`config.mk`:
```
export PLATFORM = sky130hd
export DESIGN_NAME = escaped_frame_transmitter
export DESIGN_NICKNAME = d
export VERILOG_FILES = /design/src/rtl/eft_pkg.sv /design/src/rtl/escaped_frame_transmitter.sv
export SDC_FILE = /design/constraint.sdc
export NUM_CORES = 1
export LEC_CHECK = 0
export ABC_AREA = 1
export BUFFER_PORTS_ARGS = -buffer_cell sky130_fd_sc_hd__buf_2
export CORE_ASPECT_RATIO = 0.6
export CORE_MARGIN = 1.5
export CORE_UTILIZATION = 39
export DETAILED_ROUTE_END_ITERATION = 12
export GPL_TIMING_DRIVEN = 0
export PLACE_DENSITY_LB_ADDON = 0.2
export SLEW_MARGIN = 15
export SYNTH_ARGS = -nofsm -noshare
export SYNTH_HDL_FRONTEND = slang
export SYNTH_SLANG_ARGS = --single-unit
export TNS_END_PERCENT = 30
```
`constraint.sdc`:
```
create_clock -name i_clk -period 2.2 [get_ports i_clk]
set_input_delay 0.44 -clock i_clk [delete_from_list [all_inputs] [get_ports i_clk]]
set_output_delay 0.44 -clock i_clk [all_outputs]
set_load 0.01 [all_outputs]
```
`src/rtl/eft_pkg.sv`:
```
// shared constants and helpers for the escaped frame transmitter
package eft_pkg;

    localparam int unsigned BYTE_W = 8;
    localparam int unsigned NUM_SLOTS = 6;

    typedef logic [BYTE_W-1:0] t_byte;
    typedef logic [NUM_SLOTS-1:0] t_slots;

    localparam t_byte STX_BYTE   = 8'h02;
    localparam t_byte CR_BYTE    = 8'h0D;
    localparam t_byte ESC_BYTE   = 8'h07;
    localparam t_byte ESC_STX    = 8'h30;
    localparam t_byte ESC_CR     = 8'h31;
    localparam t_byte ESC_ESC    = 8'h32;
    localparam t_byte DIGIT_BASE = 8'h30;

    // output byte slots of one payload item, in line order
    localparam int unsigned SLOT_STX  = 0;
    localparam int unsigned SLOT_DATA = 1;
    localparam int unsigned SLOT_ESC2 = 2;
    localparam int unsigned SLOT_HI   = 3;
    localparam int unsigned SLOT_LO   = 4;
    localparam int unsigned SLOT_CR   = 5;

    function automatic logic needs_escape(input t_byte b);
        return (b == STX_BYTE) || (b == CR_BYTE) || (b == ESC_BYTE);
    endfunction

    // second byte of an escape pair
    function automatic t_byte escape_code(input t_byte b);
        t_byte code;
        unique case (1'b1)
            (b == STX_BYTE): code = ESC_STX;
            (b == CR_BYTE):  code = ESC_CR;
            default:         code = ESC_ESC;
        endcase
        return code;
    endfunction

endpackage

```
`src/rtl/escaped_frame_transmitter.sv`:
```
// escaped frame transmitter: stx, byte escaping, ascii checksum and cr framing
//
// channel | dir | tdata             | tlast
// s_axis  | in  | [7:0] data_byte   | last_byte
// m_axis  | out | [7:0] line_byte   | frame_end
//
// one line byte leaves per cycle from a single output register while m_axis is not stalled
// a payload item sends stx when it opens a frame, one or two data bytes, on the last byte
// two checksum digits and cr; a plain mid-frame byte sends one data byte, an escaped one two
// the next item is taken in the cycle the current item's final byte is sent
// i_rst_n is synchronous; it clears frame state and the held and output valid flags
// a stall on m_axis holds the output byte and backs up into s_axis
module escaped_frame_transmitter (
    input  logic                 i_clk,
    input  logic                 i_rst_n,
    input  logic                 i_s_tvalid,
    output logic                 o_s_tready,
    input  eft_pkg::t_byte       i_s_tdata,   // [7:0] data_byte
    input  logic                 i_s_tlast,
    output logic                 o_m_tvalid,
    input  logic                 i_m_tready,
    output eft_pkg::t_byte       o_m_tdata,   // [7:0] line_byte
    output logic                 o_m_tlast
);
    import eft_pkg::*;

    // frame state
    logic   r_inside;
    t_byte  r_sum;

    // held item
    logic   r_hold_valid;
    t_slots r_pend;
    t_byte  r_data;
    t_byte  r_chk;

    // output register
    logic   r_out_valid;
    t_byte  r_out_byte;
    logic   r_out_end;

    logic   s_accept;
    logic   out_free;
    logic   take;
    t_slots n_sel;
    t_slots n_pend_left;
    t_byte  n_byte;
    t_byte  n_sum;
    t_slots n_pend;

    assign out_free    = !r_out_valid || i_m_tready;
    assign take        = r_hold_valid && out_free;
    assign n_sel       = r_pend & (~r_pend + t_slots'(1));
    assign n_pend_left = r_pend & ~n_sel;
    assign o_s_tready  = !r_hold_valid || (take && (n_pend_left == '0));
    assign s_accept    = i_s_tvalid && o_s_tready;

    assign n_sum = (r_inside ? r_sum : '0) + i_s_tdata;

    always_comb begin
        n_pend = '0;
        n_pend[SLOT_STX]  = !r_inside;
        n_pend[SLOT_DATA] = 1'b1;
        n_pend[SLOT_ESC2] = needs_escape(i_s_tdata);
        n_pend[SLOT_HI]   = i_s_tlast;
        n_pend[SLOT_LO]   = i_s_tlast;
        n_pend[SLOT_CR]   = i_s_tlast;
    end

    always_comb begin
        priority if (n_sel[SLOT_STX]) begin
            n_byte = STX_BYTE;
        end else if (n_sel[SLOT_DATA]) begin
            n_byte = needs_escape(r_data) ? ESC_BYTE : r_data;
        end else if (n_sel[SLOT_ESC2]) begin
            n_byte = escape_code(r_data);
        end else if (n_sel[SLOT_HI]) begin
            n_byte = DIGIT_BASE + {4'h0, r_chk[7:4]};
        end else if (n_sel[SLOT_LO]) begin
            n_byte = DIGIT_BASE + {4'h0, r_chk[3:0]};
        end else begin
            n_byte = CR_BYTE;
        end
    end

    always_ff @(posedge i_clk) begin
        if (!i_rst_n) begin
            r_inside     <= 1'b0;
            r_sum        <= '0;
            r_hold_valid <= 1'b0;
            r_pend       <= '0;
            r_out_valid  <= 1'b0;
        end else begin
            if (take) begin
                r_pend <= n_pend_left;
                if (n_pend_left == '0) begin
                    r_hold_valid <= 1'b0;
                end
            end
            if (s_accept) begin
                r_hold_valid <= 1'b1;
                r_pend       <= n_pend;
                // a closing byte returns the frame state to idle
                r_inside     <= !i_s_tlast;
                r_sum        <= i_s_tlast ? '0 : n_sum;
            end
            if (take) begin
                r_out_valid <= 1'b1;
            end else if (i_m_tready) begin
                r_out_valid <= 1'b0;
            end
        end
    end

    always_ff @(posedge i_clk) begin
        if (s_accept) begin
            r_data <= i_s_tdata;
            r_chk  <= n_sum;
        end
        if (take) begin
            r_out_byte <= n_byte;
            r_out_end  <= n_sel[SLOT_CR];
        end
    end

    assign o_m_tvalid = r_out_valid;
    assign o_m_tdata  = r_out_byte;
    assign o_m_tlast  = r_out_end;

    a_end_is_cr: assert property (@(posedge i_clk) disable iff (!i_rst_n)
        (o_m_tvalid && o_m_tlast) |-> (o_m_tdata == CR_BYTE))
        else $error("frame end flagged on a byte other than cr");

    a_hold_has_work: assert property (@(posedge i_clk) disable iff (!i_rst_n)
        r_hold_valid |-> (r_pend != '0))
        else $error("held item has no bytes left to send");

    a_open_sends_stx: assert property (@(posedge i_clk) disable iff (!i_rst_n)
        (s_accept && !r_inside) |=> (r_pend[SLOT_STX] && r_pend[SLOT_DATA]))
        else $error("frame opened without stx slot");

endmodule
```
== After elaboration in Yosys (flattened, before gate mapping) ==
Index checks and enable logic that the tools add are counted.

* Bits in registers: 42
* Input port bits: 13
* Output and inout port bits: 11
* Logic and storage cells: 56

* Add/sub/neg operators: 4
* Eq/ne operators: 6
* Multiplexer cells: 15
* Bitwise gates (word level): 4
* Reduce and logical (&&, ||, !) cells: 18

{| class="wikitable"
|+ Operators with widths
! kind !! count
|-
| 8-bit 2-to-1 mux || 5
|-
| 8-bit by 2-bit equality test with 1-bit output (second input constant) || 2
|-
| 8-bit by 3-bit equality test with 1-bit output (second input constant) || 2
|-
| 8-bit by 4-bit equality test with 1-bit output (second input constant) || 2
|-
| 6-bit by 4-bit adder with 7-bit output (first input constant) || 2
|-
| 7-bit 2-to-1 mux || 2
|-
| 6-bit AND || 2
|-
| 6-bit 2-to-1 mux || 2
|-
| 6-bit inverter || 2
|-
| 8-bit adder || 1
|-
| 6-bit by 1-bit adder with 6-bit output (second input constant) || 1
|-
| 6-bit logical NOT || 1
|-
| 1-bit logical OR || 6
|-
| 2-bit nonzero test || 3
|-
| 1-bit 2-to-1 mux || 5
|-
| 1-bit logical NOT || 4
|-
| 2-bit one-hot mux with 2 select lines || 1
|-
| 1-bit logical AND || 3
|-
| 2-bit AND reduction || 1
|}

== Longest topological paths before layout ==
Gate-level depths: netlist (run 1).

* Depth after elaboration: 11
* Mapped depth: 13
* Gate-level depth less buffers: 12

== Least setup slack after synthesis (run 1) ==
OpenSTA, ideal clock, no wires.

* Path kind: in2reg
* Start point: input i_m_tready
* End point: register r_chk[0], enable pin
* Setup time: 0.367 ns
* Data arrival time: 1.510 ns
* Required time: 1.833 ns
* Slack: 0.323 ns
* Stages: 6
* Buffers on the path: 0
* Cell sequence: inv_1 a21oi_4 nand3_2 nor2_2 nand2_2 a21oi_4

* Cells in the longest elaborated chain, start to end: 5

{| class="wikitable"
|+ RTL lines
! item !! RTL line !! source
|-
| start, declared || escaped_frame_transmitter.sv:21 || <nowiki>input logic i_m_tready,</nowiki>
|-
| 1-bit logical OR || escaped_frame_transmitter.sv:51 || <nowiki>assign out_free = !r_out_valid || i_m_tready;</nowiki>
|-
| 1-bit logical AND || escaped_frame_transmitter.sv:52 || <nowiki>assign take = r_hold_valid && out_free;</nowiki>
|-
| net take || escaped_frame_transmitter.sv:44 || <nowiki>logic take;</nowiki>
|-
| 1-bit logical AND || escaped_frame_transmitter.sv:55 || <nowiki>assign o_s_tready = !r_hold_valid || (take && (n_pend_left == '0));</nowiki>
|-
| 1-bit logical OR || escaped_frame_transmitter.sv:55 ||
|-
| 1-bit logical AND || escaped_frame_transmitter.sv:56 || <nowiki>assign s_accept = i_s_tvalid && o_s_tready;</nowiki>
|-
| net s_accept || escaped_frame_transmitter.sv:42 || <nowiki>logic s_accept;</nowiki>
|-
| end signal, assigned || escaped_frame_transmitter.sv:118 || <nowiki>r_chk <= n_sum;</nowiki>
|-
| end, declared || escaped_frame_transmitter.sv:35 || <nowiki>t_byte r_chk;</nowiki>
|}

The timed path passes the listed nets, and every way through them passes these cells.
A chain may end at the register's enable or synchronous reset.

== Worst setup path in the final report (run 1) ==
* Start point: register r_pend[0]
* End point: output o_s_tready

* Cells in the longest elaborated chain, start to end: 8

{| class="wikitable"
|+ RTL lines
! item !! RTL line !! source
|-
| start, declared || escaped_frame_transmitter.sv:33 || <nowiki>t_slots r_pend;</nowiki>
|-
| start signal, assigned || escaped_frame_transmitter.sv:95 || <nowiki>r_pend <= n_pend_left;</nowiki>
|-
| start signal, assigned || escaped_frame_transmitter.sv:102 || <nowiki>r_pend <= n_pend;</nowiki>
|-
| 6-bit inverter || escaped_frame_transmitter.sv:53 || <nowiki>assign n_sel = r_pend & (~r_pend + t_slots'(1));</nowiki>
|-
| 6-bit by 1-bit adder with 6-bit output || escaped_frame_transmitter.sv:53 ||
|-
| 6-bit AND || escaped_frame_transmitter.sv:53 ||
|-
| 6-bit inverter || escaped_frame_transmitter.sv:54 || <nowiki>assign n_pend_left = r_pend & ~n_sel;</nowiki>
|-
| 6-bit AND * || escaped_frame_transmitter.sv:54 ||
|-
| 6-bit logical NOT * || escaped_frame_transmitter.sv:55 ||
|-
| 1-bit logical AND * || escaped_frame_transmitter.sv:55 ||
|-
| 1-bit logical OR * || escaped_frame_transmitter.sv:55 ||
|-
| end, declared || escaped_frame_transmitter.sv:17 || <nowiki>output logic o_s_tready,</nowiki>
|}

Every way passes the cells marked *; elsewhere a longest branch is shown, timed or not.

==> key figures, run 1 <==
Critical path
  • CP dominant cell by count: nor2_2
  • Worst setup SP type: register
  • Critical path type: register to primary output
  • WP data arrival: 1620 ps
  • Crit. End Element: primary output
  • Slowest stage delay, CP: 490 ps
  • CP max-delay cell: dfxtp_1
  • Cell Chain, Critical Path: inv_2 > nand2_1 > nor2_2 > nor2_2 > nor2_2 > nand2_2 > nand2_4 > buf_2
  • Crit-path max FO: 10
  • Critical Path RT: 1760 ps

Placement
  • Cells after DPL: 384
  • Routability congestion estimate: 0.7798
  • DP Wirelength: 3650 um
  • IO Port Bufs: 22

Routing
  • Number of routed nets with antenna violations: 0
  • Vias: 1,838
  • DR iter-0 viols: 73
  • Drc violations: 0
  • Vias/cell: 4.689
  • Avg WL per Cell: 12.05 um
  • Drt pass-1 iters: 4
  • Wirelength, routed: 4724 um

Yosys
  • Number of synthesized flops with an enable pin: 25
  • #FFs+latches synth: 42
  • Count leader, synth: nand2_1
  • Post-synthesis sequential area ratio: 0.4770
  • Synth top area share: 0.3282
  • Asr flop ratio synth: 0
  • Synthesized area: 2287 um2
  • Synth top area cells: edfxtp_1, dfxtp_1, nand2_1
  • Mapped Cells: 282
  • Yosys warnings: 0
  • Post-synthesis net count: 303
  • Synth cell count leaders: nand2_1, inv_1, edfxtp_1
  • Most used DFF post-synth: edfxtp_1
  • Distinct cell type count after synthesis: 30
  • Area leader, netlist: edfxtp_1
  • Mean area per synthesized cell: 8.111 um2

Timing
  • Skew final: 7.611 ps
  • Rel. slew slack: 0.5787
  • Max Clk Rate: 485.1 MHz
  • Smallest hold slack: 366.3 ps
  • # setup viols final: 0
  • Crit path time final: 2061 ps
  • Fin. Hold Viols: 0
  • Slew @ Worst Pin: 630.6 ps
  • RSZ-0062 raised after global routing: no
  • Part of the cycle the worst path needs: 0.9370
  • Max Slew Vio Count: 0

Clocking
  • H-Tree Depth: 2
  • Worst-path clk slew: 80 ps
  • Worst skew pair latency: 290 ps
  • Root Driver: clkbuf_8
  • Clock buffer depth: 2
  • CTS Buf Count: 5
  • CTS tree: done
  • Clock tree sinks: 42

Run status
  • Outcome: finished clean

Global route
  • Largest net degree at the start of global routing: 21
  • GRT Total Usage: 0.1613
  • Total gr overflow: 0
  • Initial antenna violation count: 0
  • First-pass GRT wire length: 7831 um
  • Vias in the first global route: 1,620

Floorplanning
  • Row count: 21
  • Total core area: 5623 um2
  • Starting Density: 0.4068
  • Chip height: 62.32 um
  • Io pins: 24
  • Die ar.: 6348 um2
  • Die width: 101.9 um

Job
  • Maxcap violations: 0

Cells and area
  • Share of layout cells above drive strength 1: 0.1442
  • Layout fillers: 577
  • N_diodes: 0
  • Area grow syn2layout: 13.18%
  • Finished Layout Cells: 392
  • Final nets: 332

Power and ir drop
  • Post-layout power: 1671 uW
  • VDD IR max: 0.2355 mV
  • Leakage power: 0.001242 uW
  • Pwr Density: 645.7 nW/um2

Min path
  • HP Class: input pin to register
[state kept, by name (all words and copies together) (netlist names)]
signal / flops
r_data: 8
o_m_tlast: 1
r_pend: 6
r_chk: 8
o_m_tvalid: 1
r_sum: 8
o_m_tdata: 8
r_hold_valid: 1
r_inside: 1
[cells by family after synthesis]
kind of cell | synth area share
xor gates and xnor gates | 0.01532
and+or+nand+nor | 0.2544
DFF | 0.4770
AOI/OAI and AO/OA | 0.1072
adders and majority gates | 0.04704
buffers and inverters | 0.09902
[layout make-up]
class,instances,area [um2],share of cell area
clock buffer,5,68.82,0.02658
inverter,54,202.7,0.07830
multi-input combinational,182,972.2,0.3755
buffer,3,20.02,0.007733
tap,80,100.1,0.03867
timing repair buffer,23,117.6,0.04543
sequential,42,1091,0.4215
clock inverter,3,16.27,0.006283
[metal layers]
metal / part of all wire / track usage / vias to the layer above
li1: - / - / 974
met4: 0.0047 / 0.03596 / 0
met3: 0.048 / 0.04054 / 5
met5: 0 / 0 / -
met1: 0.55 / 0.2562 / 820
met2: 0.39 / 0.2167 / 39
[power breakdown]
| group | switching (uW) | internal, uW |
|---|---|---|
| registers | 31.6 | 897 |
| logic | 173 | 90.0 |
| clock network | 263 | 217 |
| total | 467 | 1200 |
[worst max-delay path: cells and delay by family, from the launching register on]
kind                   cells  cell delay [ps]
AND/OR/NAND/NOR            6              620
flip-flops                 1              490
buffers and inverters      2              230
[worst paths after layout]
kind / cells past startpoint / slack [ps] / to / start
max: 8 / 140 / o_s_tready / r_pend[0]$_SDFFE_PN0P_
min: 1 / 370 / r_data[7]$_DFFE_PP_ / i_s_tdata[7]
max reg2reg: 12 / 270 / r_sum[6]$_SDFFE_PN0P_ / r_inside$_SDFFE_PN0P_
min reg2reg: 2 / 460 / r_sum[0]$_SDFFE_PN0P_ / r_sum[0]$_SDFFE_PN0P_
[cells in the final DEF, fill, tap and decap left out, types with 7 or more instances in the layout]
master    instances
nand3_1          19
nor2_1           23
dfxtp_1          17
buf_2            23
a21oi_1          17
o21ai_0          11
edfxtp_1         25
inv_1            52
nand2_1          70
ha_1              7
[metrics by stage]
step	TNS (ps)	util	cell area, um2	worst slack (ps)
after floorplan	0	-	2287	322.8
after global placement	-859.7	0.4441	2497	-54.06
after detailed placement	-1011	0.4441	2497	-58.75
after CTS	0	0.4606	2590	131.7
after global routing	0	0.4604	2589	25.29
final	0	0.4604	2589	138.6
[timing repair]
item / 4_1_cts / 5_1_grt
buffers inserted: 1 / 0
setup endpoints to repair: 1 / 3
gates resized for setup: 0 / 1
hold buffers: 0 / 0
No activity file was read; power rests on OpenSTA's default activity.
==> inputs of run 2 (changes only) <==
- clock period: 2.2 -> 2.1 ns (I/O delays scaled with it)
==> key figures, run 2 (synthesized netlist as in run 1, its figures left out) <==
Clocking
  • H-Tree Depth: 2 (unchanged)
  • Post-CTS Hold Fix Bufs: 0 (unchanged)
  • Clock tree sinks: 42 (unchanged)
  • Worst skew pair latency: 290 ps (about the same)
  • CTS tree: done (unchanged)
  • CTS Buf Count: 5 (unchanged)
  • Root Driver: clkbuf_8 (unchanged)
  • Worst-path clk slew: 80 ps (about the same)
  • Clock buffer depth: 2 (unchanged)

Placement
  • Routability congestion estimate: 0.7798 (unchanged)
  • DP Wirelength: 3650 um (unchanged)
  • IO Port Bufs: 22 (unchanged)
  • Dpl cell area: 2497 um2 (unchanged)

Routing
  • Number of routed nets with antenna violations: 0 (unchanged)
  • DR iter-0 viols: 97 (was 73)
  • Avg WL per Cell: 11.99 um (was 12.05 um)
  • Drc violations: 0 (unchanged)
  • Vias: 1,839 (was 1,838)
  • Vias/cell: 4.691 (was 4.689)
  • Wirelength, routed: 4701 um (was 4724 um)
  • Drt pass-1 iters: 4 (unchanged)

Timing
  • Part of the cycle the worst path needs: 0.9553
  • Skew final: 6.090 ps (was 7.611 ps)
  • Rel. slew slack: 0.5828 (was 0.5787)
  • Smallest hold slack: 350.0 ps (was 366.3 ps)
  • Fin. Hold Viols: 0 (unchanged)
  • RSZ-0062 raised after global routing: yes (was no)
  • Slew @ Worst Pin: 624.4 ps (was 630.6 ps)
  • # setup viols final: 0 (unchanged)
  • Crit path time final: 2006 ps
  • Max Clk Rate: 498.5 MHz
  • Max Slew Vio Count: 0 (unchanged)

Critical path
  • CP delay by family, top: simple AND/OR/NAND/NOR gates (unchanged)
  • CP max-delay cell: dfxtp_1 (unchanged)
  • FF-to-FF setup slack: 220 ps (was 270 ps)
  • Stages on worst setup path: 8 (unchanged)
  • Reg2reg start: r_pend[1]$_SDFFE_PN0P_ (was r_inside$_SDFFE_PN0P_)
  • WP data arrival: 1590 ps (was 1620 ps)
  • Cell Chain, Critical Path: inv_1 > nand2_1 > nor2_2 > nor2_2 > nor2_2 > nand2_2 > nand2_4 > buf_2 (was inv_2 > nand2_1 > nor2_2 > nor2_2 > nor2_2 > nand2_2 > nand2_4 > buf_2)
  • Crit-path max FO: 10 (unchanged)
  • Buf+Inv Stages, Crit Path: 2 (unchanged)
  • Slowest stage delay, CP: 360 ps (was 490 ps)
  • Critical Path RT: 1680 ps (was 1760 ps)
  • Worst setup SP type: register (unchanged)
  • Crit. End Element: primary output (unchanged)
  • CP dominant cell by count: nor2_2 (unchanged)
  • Reg2Reg Depth: 7 (was 12)
  • Critical path type: register to primary output (unchanged)
  • Reg2reg end: r_chk[6]$_DFFE_PP_ (was r_sum[6]$_SDFFE_PN0P_)

Cells and area
  • Commonest non-fill, non-tap cell in the layout: nand2_1 (unchanged)
  • Final nets: 332 (unchanged)
  • Share of layout cells above drive strength 1: 0.1506 (was 0.1442)
  • Area grow syn2layout: 13.29% (was 13.18%)
  • Most frequent cells in the layout: nand2_1, inv_1, edfxtp_1, nor2_1, buf_2 (unchanged)
  • Post-route cell area: 2591 um2 (was 2589 um2)
  • N_diodes: 0 (unchanged)

Global route
  • GRT Total Usage: 0.1613 (unchanged)
  • First-pass GRT wire length: 7831 um (unchanged)
  • Largest net degree at the start of global routing: 21 (unchanged)
  • Total gr overflow: 0 (unchanged)
  • Vias in the first global route: 1,620 (unchanged)
  • Initial antenna violation count: 0 (unchanged)

Power and ir drop
  • Leakage power: 0.001243 uW (was 0.001242 uW)
  • Pwr Density: 675.6 nW/um2 (was 645.7 nW/um2)
  • VDD IR max: 0.2485 mV (was 0.2355 mV)
  • Post-layout power: 1751 uW (was 1671 uW)

Floorplanning
  • Row count: 21 (unchanged)
  • Io pins: 24 (unchanged)
  • Total core area: 5623 um2 (unchanged)
  • Chip height: 62.32 um (unchanged)
  • Starting Density: 0.4068 (unchanged)
  • Die width: 101.9 um (unchanged)
  • Die ar.: 6348 um2 (unchanged)

Min path
  • Hold path startpoint: i_s_tdata[7] (unchanged)
  • Worst hold path depth: 1 (unchanged)
  • Hold Path Sink: r_data[7]$_DFFE_PP_ (unchanged)
  • HP Class: input pin to register (unchanged)

Run status
  • Outcome: finished clean (unchanged)

Job
  • Maxcap violations: 0 (unchanged)
-- run 2: cell counts in the layout (fill, tap and decap cells not counted) --
Identical to the previous run, type by type.
-- run 2: routing by layer --
metal | GRT usage | up-vias | wire [um]
li1 | - | 973 | -
met1 | 0.2562 | 819 | 2548
met2 | 0.2167 | 45 | 1859
met3 | 0.04054 | 2 | 280
met4 | 0.03596 | 0 | 12
met5 | 0 | - | 0
-- run 2: final cells by class --
type                            instances  area [um2]
Tap cell                               80       100.1
Inverter                               54       202.7
Fill cell                             579        3032
Clock inverter                          3       16.27
Buffer                                  3       20.02
Multi-Input combinational cell        182       972.2
Sequential cell                        42        1094
Clock buffer                            5       68.82
Timing Repair Buffer                   23       117.6
-- run 2: repair_timing --
item                                    in CTS  in global routing
endpoints found under the setup margin      21                  7
resized for setup                            0                  3
setup buffers                                1                  0
hold endpoints to repair                     0                  0
-- run 2: power by group --
group	total [uW]	switching (uW)	internal (uW)
logic	275	181	94.4
registers	974	32.9	941
clock network	502	274	228
-- run 2: worst max-delay path by stage --
stage	startpoint	to	slack [ps]
detailed placement	i_m_tready	r_data[4]$_DFFE_PP_	-140
global route	r_pend[1]$_SDFFE_PN0P_	o_s_tready	-20
CTS	r_inside$_SDFFE_PN0P_	r_sum[6]$_SDFFE_PN0P_	30
global placement	i_m_tready	r_data[6]$_DFFE_PP_	-130
floorplan	i_m_tready	r_chk[0]$_DFFE_PP_	240
finish	r_pend[1]$_SDFFE_PN0P_	o_s_tready	90
-- run 2: metrics by stage --
| stage | worst slack [ps] | util | TNS, ps | cells |
|---|---|---|---|---|
| final | 93.82 | 0.4608 | 0 | 392 |
| after global routing | -16.62 | 0.4608 | -16.62 | 392 |
| after CTS | 31.66 | 0.4606 | 0 | 393 |
| after detailed placement | -138.7 | 0.4441 | -2604 | 384 |
| after global placement | -134.1 | 0.4441 | -2433 | 384 |
| after floorplan | 242.8 | - | 0 | 282 |
==> inputs of run 3 (changes only) <==
- BUFFER_PORTS_ARGS: -buffer_cell sky130_fd_sc_hd__buf_2 -> not set
- CAP_MARGIN: not set -> 20
- DONT_BUFFER_PORTS: not set -> 1
==> key figures, run 3 (synthesized netlist as in run 1, its figures left out) <==
Run status
  • Outcome: finished clean (unchanged)

Global route
  • Vias in the first global route: 1,638 (was 1,620)
  • First-pass GRT wire length: 7983 um (was 7831 um)
  • Met3 Usage GRT: 0.04505 (was 0.04054)
  • Largest net degree at the start of global routing: 21 (unchanged)
  • Met2 GRT Util: 0.2292 (was 0.2167)
  • Initial antenna violation count: 0 (unchanged)
  • GRT Total Usage: 0.1644 (was 0.1613)
  • Total gr overflow: 0 (unchanged)
  • GR Util met1: 0.2518 (was 0.2562)
  • Gr busiest metal: met1 (unchanged)

Floorplanning
  • Die width: 101.9 um (unchanged)
  • Die ar.: 6348 um2 (unchanged)
  • Io pins: 24 (unchanged)
  • Starting Density: 0.4068 (unchanged)
  • Chip height: 62.32 um (unchanged)
  • Total core area: 5623 um2 (unchanged)
  • Row count: 21 (unchanged)

Clocking
  • Worst skew pair latency: 290 ps (about the same)
  • Worst-path clk slew: 90 ps (was 80 ps)
  • Clock buffer depth: 2 (unchanged)
  • CTS tree: done (unchanged)
  • CTS Buf Count: 5 (unchanged)
  • Post-CTS Hold Fix Bufs: 0 (unchanged)
  • H-Tree Depth: 2 (unchanged)
  • Clock tree sinks: 42 (unchanged)
  • Root Driver: clkbuf_8 (unchanged)

Timing
  • # setup viols final: 0 (unchanged)
  • Part of the cycle the worst path needs: 0.9278 (was 0.9553)
  • Slew @ Worst Pin: 548.5 ps (was 624.4 ps)
  • Max Clk Rate: 513.2 MHz (was 498.5 MHz)
  • Max Slew Vio Count: 0 (unchanged)
  • RSZ-0062 raised after global routing: no (was yes)
  • Crit path time final: 1948 ps (was 2006 ps)
  • Rel. slew slack: 0.6344 (was 0.5828)
  • Fin. Hold Viols: 0 (unchanged)
  • Skew final: 10.39 ps (was 6.090 ps)

Placement
  • Dpl cell area: 2387 um2 (was 2497 um2)
  • IO Port Bufs: 0 (was 22)
  • Cells after DPL: 362 (was 384)
  • Routability congestion estimate: 0.8066 (was 0.7798)
  • DP Wirelength: 3648 um (was 3650 um)

Routing
  • Drc violations: 0 (unchanged)
  • Drt pass-1 iters: 4 (unchanged)
  • Wirelength, routed: 4798 um (was 4701 um)
  • DR iter-0 viols: 74 (was 97)
  • Number of routed nets with antenna violations: 0 (unchanged)
  • Vias/cell: 4.685 (was 4.691)
  • Vias: 1,743 (was 1,839)
  • Avg WL per Cell: 12.90 um (was 11.99 um)

Critical path
  • Worst setup SP type: register (unchanged)
  • WP data arrival: 1530 ps (was 1590 ps)
  • Reg2reg start: r_pend[0]$_SDFFE_PN0P_ (was r_pend[1]$_SDFFE_PN0P_)
  • Crit. End Element: primary output (unchanged)
  • Critical Path RT: 1680 ps (about the same)
  • Critical path type: register to primary output (unchanged)
  • Crit-path max FO: 10 (unchanged)
  • CP startpoint: r_pend[0]$_SDFFE_PN0P_ (was r_pend[1]$_SDFFE_PN0P_)

Cells and area
  • Commonest non-fill, non-tap cell in the layout: nand2_1 (unchanged)
  • Most frequent cells in the layout: nand2_1, inv_1, edfxtp_1, nor2_1, nand3_1 (was nand2_1, inv_1, edfxtp_1, nor2_1, buf_2)
  • N_diodes: 0 (unchanged)
  • Share of layout cells above drive strength 1: 0.09247 (was 0.1506)
  • Finished Layout Cells: 372 (was 392)
  • Area grow syn2layout: 10.23% (was 13.29%)
  • Post-route cell area: 2521 um2 (was 2591 um2)
  • Final nets: 312 (was 332)
  • Layout fillers: 586 (was 579)

Power and ir drop
  • Post-layout power: 1848 uW (was 1751 uW)
  • VDD IR max: 0.3309 mV (was 0.2485 mV)
  • Leakage power: 0.001179 uW (was 0.001243 uW)
  • Pwr Density: 733.1 nW/um2 (was 675.6 nW/um2)

Job
  • Maxcap violations: 0 (unchanged)

Min path
  • HP Class: input pin to register (unchanged)
  • Hold path startpoint: i_rst_n (was i_s_tdata[7])
run 3: metal layers:
layer	vias up	share of wire
met2	39	0.39
met5	-	0
met3	2	0.056
li1	940	-
met4	0	0.0035
met1	762	0.55
run 3: report_power, final:
part           switching [uW]  internal (uW)  total (uW)
clock                     278            350         628
sequential               43.6            942         985
combinational             156           78.9         235
run 3: layout make-up:
| type | instances | area [um2] | share of cell area |
|---|---|---|---|
| well taps | 80 | 100.1 | 0.03970 |
| multi-input cells | 183 | 978.4 | 0.3881 |
| flip-flops and latches | 42 | 1094 | 0.4337 |
| repair buffers | 2 | 15.01 | 0.005955 |
| clock inverters | 3 | 40.04 | 0.01588 |
| plain buffers | 3 | 20.02 | 0.007940 |
| inverters | 54 | 205.2 | 0.08139 |
| clock buffers | 5 | 68.82 | 0.02730 |
run 3: critical path, stage by stage (launching register included):
cell,delay [ps]
dfxtp_1,400
inv_2,90
nand2_1,100
nor2_2,170
nor2_2,60
nor2_2,110
nand2_2,130
nand2_4,180
run 3: metrics by stage:
stage | setup TNS, ps | setup slack, ps | util | hold slack, ps
finish | 0 | 151.6 | 0.4484 | 219.5
detailed placement | -1129 | -64.88 | 0.4246 | 460.0
floorplan | 0 | 242.8 | - | 440.4
global route | 0 | 27.67 | 0.4484 | 205.6
global placement | -1116 | -67.03 | 0.4246 | 451.4
CTS | -757.8 | -43.80 | 0.4446 | 214.2
run 3: path summary, 6_finish.rpt:
path	to	slack (ps)	cells past startpoint
max reg2reg	r_chk[1]$_DFFE_PP_	200	7
min	r_pend[5]$_SDFFE_PN0P_	220	2
max	o_s_tready	150	7
min reg2reg	r_sum[3]$_SDFFE_PN0P_	470	2
run 3: repair_timing:
| item | CTS | global route |
|---|---|---|
| pin swaps | 2 | 1 |
| setup endpoints to repair | 21 | 27 |
| resized for setup | 2 | 1 |
| gates cloned | 0 | 1 |
| buffers inserted | 0 | 2 |
